### config.mk
export PLATFORM = sky130hd
export DESIGN_NAME = i2c_master_transaction_engine_top
export DESIGN_NICKNAME = d
export VERILOG_FILES = /design/src/design/i2cm_pkg.sv /design/src/design/i2cm_ram.sv /design/src/design/i2cm_out_queue.sv /design/src/design/i2cm_engine.sv /design/src/design/i2c_master_transaction_engine_top.sv
export SDC_FILE = /design/constraint.sdc
export NUM_CORES = 1
export LEC_CHECK = 0
export ABC_AREA = 1
export BUFFER_PORTS_ARGS = -buffer_cell sky130_fd_sc_hd__buf_2
export CELL_PAD_IN_SITES_DETAIL_PLACEMENT = 0
export CELL_PAD_IN_SITES_GLOBAL_PLACEMENT = 1
export CORE_MARGIN = 2
export CORE_UTILIZATION = 40
export DETAILED_ROUTE_END_ITERATION = 10
export GPL_ROUTABILITY_DRIVEN = 0
export GPL_TIMING_DRIVEN = 0
export PLACE_DENSITY = 0.79
export SYNTH_ARGS = -nofsm -noshare
export SYNTH_HDL_FRONTEND = slang
export SYNTH_HIERARCHICAL = 1
export SYNTH_SLANG_ARGS = --single-unit
### constraint.sdc
create_clock -name clk -period 5.3 [get_ports clk]
set_input_delay 0.795 -clock clk [delete_from_list [all_inputs] [get_ports clk]]
set_output_delay 0.795 -clock clk [all_outputs]
set_load 0.01 [all_outputs]
### src/design/i2cm_pkg.sv
// shared types and constants for the i2c master transaction engine
// no dependencies; imported by i2cm_out_queue, i2cm_engine and the top module
package i2cm_pkg;

  localparam int BUF_DEPTH = 16;
  localparam int BUF_AW    = (BUF_DEPTH > 1) ? $clog2(BUF_DEPTH) : 1;
  localparam int FILL_W    = $clog2(BUF_DEPTH + 1);

  localparam int CFG_IDX_W  = 2;
  localparam int CFG_DATA_W = 16;

  localparam logic [CFG_IDX_W-1:0] REG_ACK_TIMEOUT = 2'd0;
  localparam logic [CFG_IDX_W-1:0] REG_PHASE_TICKS = 2'd1;

  localparam logic [7:0]  ACK_TIMEOUT_RST = 8'd10;
  localparam logic [15:0] PHASE_TICKS_RST = 16'd15;
  localparam logic [3:0]  BITS_PER_BYTE   = 4'd8;

  localparam logic [1:0] OP_TICK  = 2'd0;
  localparam logic [1:0] OP_BEGIN = 2'd1;
  localparam logic [1:0] OP_LOAD  = 2'd2;

  typedef enum logic [4:0] {
    PH_IDLE, PH_ST0, PH_ST1, PH_ST2, PH_ST3,
    PH_TXL0, PH_TXL1, PH_TXH0, PH_TXH1,
    PH_AKL0, PH_AKL1, PH_AKW, PH_AKH,
    PH_RXL0, PH_RXL1, PH_RXH0, PH_RXH1,
    PH_MAL0, PH_MAL1, PH_MAH0, PH_MAH1,
    PH_SP0, PH_SP1, PH_SP2
  } phase_t;

  typedef struct packed {
    logic [1:0] op;
    logic       sda_in;
    logic [7:0] wr_byte;
    logic [6:0] dev_addr;
    logic [4:0] tx_count;
    logic [7:0] rx_count;
    logic       hold_bus;
  } in_item_t;

  typedef struct packed {
    logic       scl_level;
    logic       sda_level;
    logic       busy_res;
    logic [7:0] rd_byte;
    logic       rd_valid;
    logic       rd_last;
    logic       done_res;
    logic       failed;
  } out_item_t;

  typedef struct packed {
    logic [7:0]  ack_timeout;
    logic [15:0] phase_ticks;
  } cfg_t;

endpackage

### src/design/i2cm_ram.sv
// generic single write port, single read port ram with registered read
// no dependencies
module i2cm_ram #(
  parameter int WIDTH = 8,
  parameter int DEPTH = 16,
  parameter int AW    = (DEPTH > 1) ? $clog2(DEPTH) : 1
) (
  input  logic             clk,
  input  logic             we,
  input  logic [AW-1:0]    waddr,
  input  logic [WIDTH-1:0] wdata,
  input  logic [AW-1:0]    raddr,
  output logic [WIDTH-1:0] rdata
);

  logic [WIDTH-1:0] mem [DEPTH];

  always_ff @(posedge clk) begin
    if (we) begin
      mem[waddr] <= wdata;
    end
    rdata <= mem[raddr];
  end

endmodule

### src/design/i2cm_out_queue.sv
// two-entry result queue between the engine and the output channel
// depends on i2cm_pkg
module i2cm_out_queue import i2cm_pkg::*; (
  input  logic      clk,
  input  logic      rst,
  input  logic      push,
  input  out_item_t push_data,
  output logic      full,
  output logic      out_valid,
  input  logic      out_ready,
  output out_item_t out_item
);

  out_item_t  slot0;
  out_item_t  slot1;
  logic [1:0] count;
  logic       pop;

  assign pop       = out_valid && out_ready;
  assign out_valid = (count != 2'd0);
  assign full      = (count == 2'd2);
  assign out_item  = slot0;

  always_ff @(posedge clk) begin
    if (rst) begin
      count <= 2'd0;
    end else if (push && !pop) begin
      count <= count + 2'd1;
    end else if (pop && !push) begin
      count <= count - 2'd1;
    end
  end

  always_ff @(posedge clk) begin
    if (push && !pop) begin
      if (count == 2'd0) begin
        slot0 <= push_data;
      end else begin
        slot1 <= push_data;
      end
    end else if (pop && !push) begin
      slot0 <= slot1;
    end else if (pop && push) begin
      if (count == 2'd1) begin
        slot0 <= push_data;
      end else begin
        slot0 <= slot1;
        slot1 <= push_data;
      end
    end
  end

endmodule

### src/design/i2cm_engine.sv
// bus sequencer: phase state, counters, and the write byte buffer in ram
// depends on i2cm_pkg and i2cm_ram
module i2cm_engine import i2cm_pkg::*; (
  input  logic      clk,
  input  logic      rst,
  input  logic      accept,
  input  in_item_t  item,
  input  cfg_t      cfg,
  output out_item_t result
);

  phase_t              phase, phase_next;
  logic [15:0]         phase_counter, phase_counter_next;
  logic [3:0]          bit_counter, bit_counter_next;
  logic [7:0]          shift_reg, shift_reg_next;
  logic [7:0]          byte_counter, byte_counter_next;
  logic [7:0]          ack_wait, ack_wait_next;
  logic [FILL_W-1:0]   fill_count, fill_count_next;
  logic [6:0]          addr, addr_next;
  logic [4:0]          ntx, ntx_next;
  logic [7:0]          nrx, nrx_next;
  logic                hold, hold_next;
  logic                reading, reading_next;
  logic                fail, fail_next;
  logic [1:0]          lines, lines_next;

  logic                ram_we;
  logic [7:0]          ram_rdata;
  logic                do_enter;
  logic [16:0]         pc_inc;
  logic [15:0]         len;
  logic [8:0]          ntx_min;
  logic                last_cur;
  logic                last_new;

  // byte_counter is stable long before an acknowledge ends, so the registered
  // read of the next write byte is always ready in time
  i2cm_ram #(.WIDTH(8), .DEPTH(BUF_DEPTH), .AW(BUF_AW)) u_buf (
    .clk   (clk),
    .we    (ram_we),
    .waddr (fill_count[BUF_AW-1:0]),
    .wdata (item.wr_byte),
    .raddr (byte_counter[BUF_AW-1:0]),
    .rdata (ram_rdata)
  );

  function automatic logic [1:0] phase_lines(phase_t ph, logic bit_v, logic mack,
                                             logic [1:0] cur);
    logic [1:0] l;
    l = cur;
    case (ph)
      PH_ST0:                               l = 2'b01;
      PH_ST1:                               l = 2'b11;
      PH_ST2:                               l = 2'b10;
      PH_ST3:                               l = 2'b00;
      PH_TXL0, PH_TXL1:                     l = {1'b0, bit_v};
      PH_TXH0, PH_TXH1:                     l = {1'b1, bit_v};
      PH_AKL0, PH_AKL1, PH_RXL0, PH_RXL1:   l = 2'b01;
      PH_AKW, PH_AKH, PH_RXH0, PH_RXH1:     l = 2'b11;
      PH_MAL0, PH_MAL1:                     l = {1'b0, mack};
      PH_MAH0, PH_MAH1:                     l = {1'b1, mack};
      PH_SP0:                               l = 2'b00;
      PH_SP1:                               l = 2'b10;
      PH_SP2:                               l = 2'b11;
      default:                              l = cur;
    endcase
    return l;
  endfunction

  assign last_cur = ({1'b0, byte_counter} + 9'd1) >= {1'b0, nrx};
  assign pc_inc   = {1'b0, phase_counter} + 17'd1;
  assign len      = (cfg.phase_ticks == 16'd0) ? 16'd1 : cfg.phase_ticks;
  assign ntx_min  = ({4'd0, item.tx_count} > 9'(fill_count)) ? 9'(fill_count)
                                                             : {4'd0, item.tx_count};

  always_comb begin
    phase_next         = phase;
    phase_counter_next = phase_counter;
    bit_counter_next   = bit_counter;
    shift_reg_next     = shift_reg;
    byte_counter_next  = byte_counter;
    ack_wait_next      = ack_wait;
    fill_count_next    = fill_count;
    addr_next          = addr;
    ntx_next           = ntx;
    nrx_next           = nrx;
    hold_next          = hold;
    reading_next       = reading;
    fail_next          = fail;
    lines_next         = lines;
    ram_we             = 1'b0;
    do_enter           = 1'b0;
    result             = '0;
    last_new           = 1'b0;

    if (accept) begin
      case (item.op)
        OP_LOAD: begin
          if (phase == PH_IDLE && 9'(fill_count) < 9'(BUF_DEPTH)) begin
            ram_we          = 1'b1;
            fill_count_next = fill_count + FILL_W'(1);
          end
        end
        OP_BEGIN: begin
          if (phase == PH_IDLE) begin
            addr_next         = item.dev_addr;
            ntx_next          = ntx_min[4:0];
            nrx_next          = item.rx_count;
            hold_next         = item.hold_bus;
            reading_next      = 1'b0;
            fail_next         = 1'b0;
            byte_counter_next = 8'd0;
            ack_wait_next     = 8'd0;
            bit_counter_next  = 4'd0;
            if (ntx_min == 9'd0 && item.rx_count != 8'd0) begin
              reading_next   = 1'b1;
              shift_reg_next = {item.dev_addr, 1'b1};
            end else begin
              shift_reg_next = {item.dev_addr, 1'b0};
            end
            phase_next = PH_ST0;
            do_enter   = 1'b1;
          end
        end
        OP_TICK: begin
          if (phase == PH_AKW) begin
            if (!item.sda_in) begin
              phase_next = PH_AKH;
              do_enter   = 1'b1;
            end else if (ack_wait >= cfg.ack_timeout) begin
              fail_next  = 1'b1;
              phase_next = PH_SP0;
              do_enter   = 1'b1;
            end else begin
              ack_wait_next = ack_wait + 8'd1;
            end
          end else if (phase != PH_IDLE) begin
            if (pc_inc < {1'b0, len}) begin
              phase_counter_next = pc_inc[15:0];
            end else begin
              if (phase == PH_RXH0) begin
                shift_reg_next = {shift_reg[6:0], item.sda_in};
              end
              do_enter = 1'b1;
              case (phase)
                PH_ST0:  phase_next = PH_ST1;
                PH_ST1:  phase_next = PH_ST2;
                PH_ST2:  phase_next = PH_ST3;
                PH_ST3:  phase_next = PH_TXL0;
                PH_TXL0: phase_next = PH_TXL1;
                PH_TXL1: phase_next = PH_TXH0;
                PH_TXH0: phase_next = PH_TXH1;
                PH_TXH1: begin
                  bit_counter_next = bit_counter + 4'd1;
                  shift_reg_next   = {shift_reg[6:0], 1'b0};
                  phase_next = (bit_counter_next >= BITS_PER_BYTE) ? PH_AKL0 : PH_TXL0;
                end
                PH_AKL0: phase_next = PH_AKL1;
                PH_AKL1: phase_next = PH_AKW;
                PH_AKH: begin
                  if (reading) begin
                    byte_counter_next = 8'd0;
                    bit_counter_next  = 4'd0;
                    shift_reg_next    = 8'd0;
                    phase_next        = PH_RXL0;
                  end else if ({3'd0, byte_counter} < {6'd0, ntx} &&
                               {3'd0, byte_counter} < 11'(BUF_DEPTH)) begin
                    shift_reg_next    = ram_rdata;
                    byte_counter_next = byte_counter + 8'd1;
                    bit_counter_next  = 4'd0;
                    phase_next        = PH_TXL0;
                  end else if (nrx != 8'd0) begin
                    reading_next     = 1'b1;
                    shift_reg_next   = {addr, 1'b1};
                    bit_counter_next = 4'd0;
                    phase_next       = PH_ST0;
                  end else if (hold) begin
                    // held bus: scl low, sda released
                    do_enter           = 1'b0;
                    result.done_res    = 1'b1;
                    result.failed      = fail;
                    phase_next         = PH_IDLE;
                    phase_counter_next = 16'd0;
                    lines_next         = 2'b01;
                    fill_count_next    = '0;
                  end else begin
                    phase_next = PH_SP0;
                  end
                end
                PH_RXL0: phase_next = PH_RXL1;
                PH_RXL1: phase_next = PH_RXH0;
                PH_RXH0: phase_next = PH_RXH1;
                PH_RXH1: begin
                  bit_counter_next = bit_counter + 4'd1;
                  if (bit_counter_next >= BITS_PER_BYTE) begin
                    result.rd_valid = 1'b1;
                    result.rd_byte  = shift_reg;
                    result.rd_last  = last_cur;
                    phase_next      = PH_MAL0;
                  end else begin
                    phase_next = PH_RXL0;
                  end
                end
                PH_MAL0: phase_next = PH_MAL1;
                PH_MAL1: phase_next = PH_MAH0;
                PH_MAH0: phase_next = PH_MAH1;
                PH_MAH1: begin
                  if (last_cur) begin
                    phase_next = PH_SP0;
                  end else begin
                    byte_counter_next = byte_counter + 8'd1;
                    bit_counter_next  = 4'd0;
                    shift_reg_next    = 8'd0;
                    phase_next        = PH_RXL0;
                  end
                end
                PH_SP0: phase_next = PH_SP1;
                PH_SP1: phase_next = PH_SP2;
                PH_SP2: begin
                  do_enter           = 1'b0;
                  result.done_res    = 1'b1;
                  result.failed      = fail;
                  phase_next         = PH_IDLE;
                  phase_counter_next = 16'd0;
                  lines_next         = 2'b11;
                  fill_count_next    = '0;
                end
                default: begin
                  do_enter   = 1'b0;
                  phase_next = PH_IDLE;
                end
              endcase
            end
          end
        end
        default: ;
      endcase

      // entering a phase restarts its timer and sets the bus lines
      if (do_enter) begin
        phase_counter_next = 16'd0;
        if (phase_next == PH_AKL0) begin
          ack_wait_next = 8'd0;
        end
        last_new   = ({1'b0, byte_counter_next} + 9'd1) >= {1'b0, nrx_next};
        lines_next = phase_lines(phase_next, shift_reg_next[7], last_new, lines);
      end

      result.scl_level = lines_next[1];
      result.sda_level = lines_next[0];
      result.busy_res  = (phase_next != PH_IDLE);
    end
  end

  always_ff @(posedge clk) begin
    if (rst) begin
      phase         <= PH_IDLE;
      phase_counter <= 16'd0;
      bit_counter   <= 4'd0;
      shift_reg     <= 8'd0;
      byte_counter  <= 8'd0;
      ack_wait      <= 8'd0;
      fill_count    <= '0;
      addr          <= 7'd0;
      ntx           <= 5'd0;
      nrx           <= 8'd0;
      hold          <= 1'b0;
      reading       <= 1'b0;
      fail          <= 1'b0;
      lines         <= 2'b11;
    end else begin
      phase         <= phase_next;
      phase_counter <= phase_counter_next;
      bit_counter   <= bit_counter_next;
      shift_reg     <= shift_reg_next;
      byte_counter  <= byte_counter_next;
      ack_wait      <= ack_wait_next;
      fill_count    <= fill_count_next;
      addr          <= addr_next;
      ntx           <= ntx_next;
      nrx           <= nrx_next;
      hold          <= hold_next;
      reading       <= reading_next;
      fail          <= fail_next;
      lines         <= lines_next;
    end
  end

endmodule

### src/design/i2c_master_transaction_engine_top.sv
// each result is registered in the result queue before it appears on the output
// throughput: one item per cycle; the sequencer updates all state in the cycle
//   of the transfer and the two-entry result queue keeps input open while a
//   result waits; input stalls only when both queue entries are occupied
// reset: synchronous, clears the sequencer to idle with both lines released,
//   ack_timeout 10, phase_ticks 15; write buffer ram contents undefined until loaded
module i2c_master_transaction_engine_top import i2cm_pkg::*; (
  input  logic                  clk,
  input  logic                  rst,
  // item channel
  input  logic                  in_valid,
  output logic                  in_ready,
  input  in_item_t              in_item,
  // result channel
  output logic                  out_valid,
  input  logic                  out_ready,
  output out_item_t             out_item,
  // configuration write channel
  input  logic                  cfg_valid,
  output logic                  cfg_ready,
  input  logic [CFG_IDX_W-1:0]  cfg_index,
  input  logic [CFG_DATA_W-1:0] cfg_data
);

  cfg_t      cfg;
  out_item_t result;
  logic      accept;
  logic      q_full;

  // configuration registers are always writable
  assign cfg_ready = 1'b1;

  always_ff @(posedge clk) begin
    if (rst) begin
      cfg.ack_timeout <= ACK_TIMEOUT_RST;
      cfg.phase_ticks <= PHASE_TICKS_RST;
    end else if (cfg_valid && cfg_ready) begin
      case (cfg_index)
        REG_ACK_TIMEOUT: cfg.ack_timeout <= cfg_data[7:0];
        REG_PHASE_TICKS: cfg.phase_ticks <= cfg_data;
        default: ;
      endcase
    end
  end

  // an item transfer can happen whenever the result queue has room
  assign in_ready = !q_full;
  assign accept   = in_valid && in_ready;

  // sequencer: every accepted item yields exactly one result
  i2cm_engine u_engine (
    .clk    (clk),
    .rst    (rst),
    .accept (accept),
    .item   (in_item),
    .cfg    (cfg),
    .result (result)
  );

  // result queue decouples the output handshake from item intake
  i2cm_out_queue u_queue (
    .clk       (clk),
    .rst       (rst),
    .push      (accept),
    .push_data (result),
    .full      (q_full),
    .out_valid (out_valid),
    .out_ready (out_ready),
    .out_item  (out_item)
  );

endmodule
---- Word level (Yosys, flattened, before mapping) ----
Memories as Yosys holds them, arrays and structs flattened. A register that Yosys moved wholly into a read port is not among the register bits.
Cells that the tools add are included.
word-level totals
  word-level logic and storage cells ...... 330
  output and inout bits ................... 18
  input bits .............................. 55
  ROM bits ................................ 0
  bits in latches ......................... 0
  RAM bits ................................ 128
  register bits after elaboration ......... 135
  memories ................................ 1
operators by class
  add/sub/neg operators ................... 9
  div/mod/pow operators ................... 0
  reduce and logical (&&, ||, !) cells .... 51
  muxes and demuxes ....................... 149
  $lt $le $gt $ge ......................... 9
  equal/unequal tests ..................... 77
  bitwise logic cells ..................... 0
  shift-type cells ........................ 0
  multipliers ............................. 0
memory list
  name                words  bits a word  rd ports  clocked after Yosys merged registers in  write ports  RTL line        text
  u_engine.u_buf.mem  16     8            1         1                                        1            i2cm_ram.sv:16  logic [WIDTH-1:0] mem [DEPTH];
operators with widths
  operator                                                                number
  8-bit two-way mux                                                       27
  15-bit two-way mux                                                      11
  16-bit two-way mux                                                      10
  5-bit two-way mux                                                       22
  5-bit one-hot mux with 21 select lines                                  1
  5-bit by 4-bit equality test with 1-bit output (second input constant)  16
  5-bit equality test (second input constant)                             16
  8-bit one-hot mux with 2 select lines                                   4
  12-bit two-way mux                                                      4
  5-bit by 3-bit equality test with 1-bit output (second input constant)  8
  4-bit two-way mux                                                       9
  16-bit one-hot mux with 2 select lines                                  1
  1-bit two-way mux                                                       30
  2-bit two-way mux                                                       15
  5-bit one-hot mux with 2 select lines                                   3
  8-bit one-hot mux with 3 select lines                                   1
  5-bit by 2-bit equality test with 1-bit output (second input constant)  4
  10-bit two-way mux                                                      2
  20-bit OR reduction                                                     1
  8-bit by 1-bit adder with 9-bit output (second input constant)          2
  9-bit by 8-bit greater-or-equal comparator with 1-bit output            2
  9-bit AND reduction                                                     2
  16-bit by 1-bit adder with 17-bit output (second input constant)        1
  17-bit by 16-bit < comparator with 1-bit output                         1
  other kinds (47)                                                        102

---- Logic depth before layout (Yosys ltp) ----
  depth in word-level cells ............... 19
  depth in mapped cells ................... 38
  depth with buffers taken out ............ 38

---- Hierarchy ----
The synthesis kept the hierarchy.
modules (own cells, without submodules)
  module                             sequential area each (sq um)  area each (sq um)  cells each  instances
  i2cm_engine                        1,581.5                       7,249.5            1,120       1
  i2cm_ram                           4,003.8                       5,766.8            551         1
  i2cm_out_queue                     940.9                         1,331.3            109         1
  i2c_master_transaction_engine_top  480.5                         1,022.2            151         1

---- Worst setup path after synthesis ----
No wires, ideal clock.
  kind .................................... reg2reg
  start point ............................. reg u_engine.phase_counter[0]
  end point ............................... reg u_queue.slot0, in the netlist u_queue/out_item[13] (data pin)
  library setup time ...................... 252 ps
  period minus slack after synthesis ...... 5,170 ps
  stages on the path, launching flop included .. 37
  required time ........................... 5,048 ps
  arrival ................................. 4,918 ps
  path buffers ............................ 0
  setup slack ............................. 130 ps
  cells stage by stage .................... dfxtp_1 nand3_1 nor3_1 and3_1 nand3_1 nor3_1 nand3_1 nor2_1 xor2_1 ha_1 inv_1 nor2_1 nor2_2 nand2_4 nor2_8 nand2_4 nand2_2 nor2_1 o21ai_1 o2bb2ai_1 ha_1 ha_1 a21boi_0 o21a_1 o21a_1 o21a_1 o21a_1 o21ai_0 nand2_1 a21oi_1 nand2_1 nand2_1 nand4_1 nand2_1 inv_1 nand2_1 nand2_1
RTL lines
  item                      RTL line              text
  start: declaration        i2cm_engine.sv:13     logic [15:0] phase_counter, phase_counter_next;
  start signal: assignment  i2cm_engine.sv:273    phase_counter <= phase_counter_next;
  end signal: assignment    i2cm_out_queue.sv:37  slot0 <= push_data;
  end signal: assignment    i2cm_out_queue.sv:42  slot0 <= slot1;
  end signal: assignment    i2cm_out_queue.sv:45  slot0 <= push_data;
  end: declaration          i2cm_out_queue.sv:14  out_item_t slot0;

==> impl_metrics.ini <==
[setup_path]
critPathCaptureType = flop
critPathKind = reg2reg
critical-path-slowest-cell = sky130_fd_sc_hd__dfxtp_4
r2r_setup_slack_ns = -0.18
critical_path.max_fanout = 3
timing.critical_path.arrival_ns = 5.82
worst_r2r_startpoint = u_engine/phase_counter[0]
cp_common_cell = sky130_fd_sc_hd__nand2_2
setup.worst_path.start_class = flop
worstReg2RegEnd = u_queue/out_item[13]
rr_worst_depth = 35
worst-endpoint-required_ns = 5.64
critical_path.max_stage_delay_ns = 0.38

[timing]
hold_viol = 0
final.period_utilization = 1.03
maxSlewHeadroom = 0.316
final_critical_path_setup_slack_ns = -0.185
finalClockSkew_ns = 0.0119
final_period_minus_worst_setup_slack_ns = 5.48
maxSlewViolCount = 0
worst_pin_slew_ns = 1.02
clock.fmax_mhz = 182
setup-violations-final = 3
rsz_0062_raised_after_global_routing = true

[logic_synthesis]
post_synth_instance_area_sq_um = 15400
ys_warn_count = 6
sequential_element_share_of_the_synthesized_area = 0.456
synth_cell_types = 63
number_of_register_bits_inferred_by_synthesis = 271
synth_fp_nets = 2044
count_of_flip_flops_with_a_built_in_enable_after_synthesis = 158
synth_top_flop_cell = sky130_fd_sc_hd__edfxtp_1
synthCells = 1931
synthArstFlopShare = 0
average_size_of_a_mapped_cell_sq_um = 7.96

[worst_hold_path]
worst_hold_startpoint = cfg_data[12]
worstHoldPathType = in2reg
holdPathEnd = cfg[12]
hold_path_depth = 3

[clock_network]
clkLatencyLatePin_ns = 0.59
cts_sinks = 271
clk_pin_slew_ns = 0.06
post_cts_hold_buffer_count = 0
max-clock-path-buffers = 3
cts_max_level = 1
cts_made_buffers = 31
cts_tree = yes
root_buffer = sky130_fd_sc_hd__clkbuf_16

[die]
die_height_microns = 200
floorplan.initialDensity = 0.407
die_w_microns = 200
floorplan.io_pins = 73
num_rows = 71
core-area_sq_um = 37800
fp.dieArea_sq_um = 40000

[placement]
placed_cell_area_sq_um = 16400
post-dp-hpwl_microns = 31900
io_buffers = 70

[power]
power_leakage_nw = 8.15
power_density_nw_per_um2 = 366
power.ir.vdd_worst_mv = 0.279
design_power_total_mw = 6.66

[grt]
use_met3 = 0.0363
globalRoute.busiestLayer = met2
grt_pass1_wl_microns = 69500
groute.layer.met2.usage = 0.374
global_route.overflow_total = 0
groute.usage.overall = 0.225
met1_global_route_usage = 0.301
grt_start_max_net_pins = 17
vias_in_the_first_global_route = 12613
antenna_found_initial = 1

[final_layout]
layout-area-overhead-vs-synth_pct = 18.4
drive_gt1_frac = 0.179
max_flop_register = u_engine/u_buf/mem
largest_register_ff_count = 128
post-route-cell-area_sq_um = 18200
nNetsFinal = 2203
post-route-util = 0.482
largest_registers = u_engine/u_buf/mem x128, cfg x24, u_engine/phase_counter x16

[routing]
route.detailed.drc = 0
detail-route-antenna-nets = 0
totalWireLength_microns = 44400
post_drt_via_cell_ratio = 5.10
drt-initial-drc-count = 1104
first_pass_iteration_count_of_the_detailed_router = 5
detailroute.via_count = 13379
wire_per_inst_microns = 16.9

[status]
violated_checks = setup timing
run_status = finished with violations

[flow_run]
maxCapViolCount = 0
[layout by cell type (no fill, tap or decap), drive strengths merged, types with 2 or more instances in the layout]
master / instances
a211oi: 9
o22ai: 6
clkinv: 11
edfxtp: 158
nand2: 481
a31oi: 2
nor3b: 2
ha: 58
or2: 4
dfxtp: 113
inv: 322
xor2: 19
nor2: 166
o31ai: 3
clkbuf: 66
and3: 2
o211ai: 7
a21oi: 116
nand4: 25
a22oi: 16
buf: 168
nand3: 195
nor3: 15
xnor2: 7
o221ai: 5
nand3b: 3
bufinv: 4
nor4: 10
o21ai: 98
a221oi: 7
o21a: 5
[synthesized netlist by cell type (3+ instances only)]
library cell,instances,share of area
sky130_fd_sc_hd__inv_1,291,0.071
sky130_fd_sc_hd__o21ai_0,90,0.029
sky130_fd_sc_hd__o21a_1,5,0.0024
sky130_fd_sc_hd__o211ai_1,7,0.0034
sky130_fd_sc_hd__inv_2,28,0.0068
sky130_fd_sc_hd__xnor2_1,7,0.0040
sky130_fd_sc_hd__or2_2,3,0.0012
sky130_fd_sc_hd__nor2_2,16,0.0065
sky130_fd_sc_hd__nand3_1,185,0.060
sky130_fd_sc_hd__nand3_2,8,0.0052
sky130_fd_sc_hd__dfxtp_1,113,0.15
sky130_fd_sc_hd__nand2_1,454,0.11
sky130_fd_sc_hd__nand2_4,5,0.0037
sky130_fd_sc_hd__nor2_1,143,0.035
sky130_fd_sc_hd__a21oi_1,114,0.037
sky130_fd_sc_hd__xor2_1,19,0.011
sky130_fd_sc_hd__a22oi_1,8,0.0039
sky130_fd_sc_hd__o22ai_1,6,0.0024
sky130_fd_sc_hd__buf_2,19,0.0062
sky130_fd_sc_hd__a22oi_2,8,0.0065
sky130_fd_sc_hd__nand3b_1,3,0.0015
sky130_fd_sc_hd__nor4_1,8,0.0033
sky130_fd_sc_hd__nor2_8,3,0.0039
sky130_fd_sc_hd__a221oi_1,7,0.0040
sky130_fd_sc_hd__nand2_2,22,0.0090
sky130_fd_sc_hd__nor3_1,13,0.0042
sky130_fd_sc_hd__o21ai_1,7,0.0023
sky130_fd_sc_hd__nor2_4,4,0.0029
sky130_fd_sc_hd__nand4_1,21,0.0085
sky130_fd_sc_hd__edfxtp_1,158,0.31
sky130_fd_sc_hd__a211oi_1,9,0.0044
sky130_fd_sc_hd__o221ai_1,5,0.0028
sky130_fd_sc_hd__buf_4,10,0.0049
sky130_fd_sc_hd__buf_6,11,0.0081
sky130_fd_sc_hd__ha_1,58,0.047
sky130_fd_sc_hd__nand4_2,3,0.0024
sky130_fd_sc_hd__clkbuf_1,25,0.0061
[area by class of cell]
class,count,area (sq um)
fillers,3672,19600
flip-flops and latches,271,7030
multi-input cells,1270,7020
inverters,323,1220
clock buffers,41,888
repair buffers,126,805
well taps,511,639
plain buffers,67,404
clock inverters,15,196
diodes,1,2.50
[what timing repair did]
| action | in CTS | in global routing |
|---|---|---|
| cloned | 0 | 0 |
| buffers inserted | 53 | 7 |
| endpoints found under the setup margin | 3 | 4 |
| pin swaps | 25 | 32 |
| gates resized for setup | 57 | 19 |
[worst max path at each step]
| stage | startpoint | end | slack, ns |
|---|---|---|---|
| 2_1_floorplan | u_engine/phase_counter[0] | u_queue/out_item[13] | 0.13 |
| 3_3_place_gp | u_engine/byte_counter[0] | u_queue/out_item[13] | -0.91 |
| 3_5_place_dp | u_engine/phase_counter[0] | u_queue/out_item[13] | -0.87 |
| 4_1_cts | u_engine/phase_counter[0] | u_queue/out_item[13] | -0.28 |
| 5_1_grt | u_engine/phase_counter[0] | u_queue/out_item[13] | -0.48 |
| 6_report | u_engine/phase_counter[0] | u_queue/out_item[13] | -0.18 |
[critical path: cells and delay by family (launching register included)]
| family | cells | cell delay (ns) |
|---|---|---|
| buffers and inverters | 4 | 0.34 |
| adder cells (fa/ha/maj) | 3 | 0.76 |
| flip-flops | 1 | 0.38 |
| XOR/XNOR | 1 | 0.22 |
| AND/OR/NAND/NOR | 18 | 2.06 |
| AO/OA/AOI/OAI | 9 | 1.44 |
[power breakdown]
group / leakage (nW) / switching [mW] / internal, mW
clock network: 0.541 / 0.891 / 1.37
logic: 5.23 / 1.21 / 0.598
registers: 2.37 / 0.129 / 2.46
[stage by stage]
stage               setup slack [ns]  cells  setup TNS (ns)  hold slack, ns
floorplan                      0.130   1931               0           0.420
global placement              -0.909   2512           -2.32           0.438
detailed placement            -0.875   2513           -2.21           0.447
CTS                           -0.283   2622          -0.564           0.414
global route                  -0.482   2625           -1.28           0.435
finish                        -0.185   2625          -0.370           0.432
[logic make-up after synthesis]
kind of cell	Yosys count	share of synthesized area
buffers and inverters	390	0.105
AO/OA/AOI/OAI	281	0.108
adder cells (fa/ha/maj)	58	0.0472
XOR/XNOR	26	0.0148
AND/OR/NAND/NOR	904	0.269
other	1	0.000244
flip-flops	271	0.456
[per-layer routing]
| layer | wire length [microns] | vias to the layer above |
|---|---|---|
| met5 | 0 | - |
| met4 | 1180 | 0 |
| met3 | 2580 | 74 |
| met2 | 20800 | 376 |
| met1 | 19800 | 6271 |
| li1 | - | 6658 |
Power figures use the tool's default switching activity.
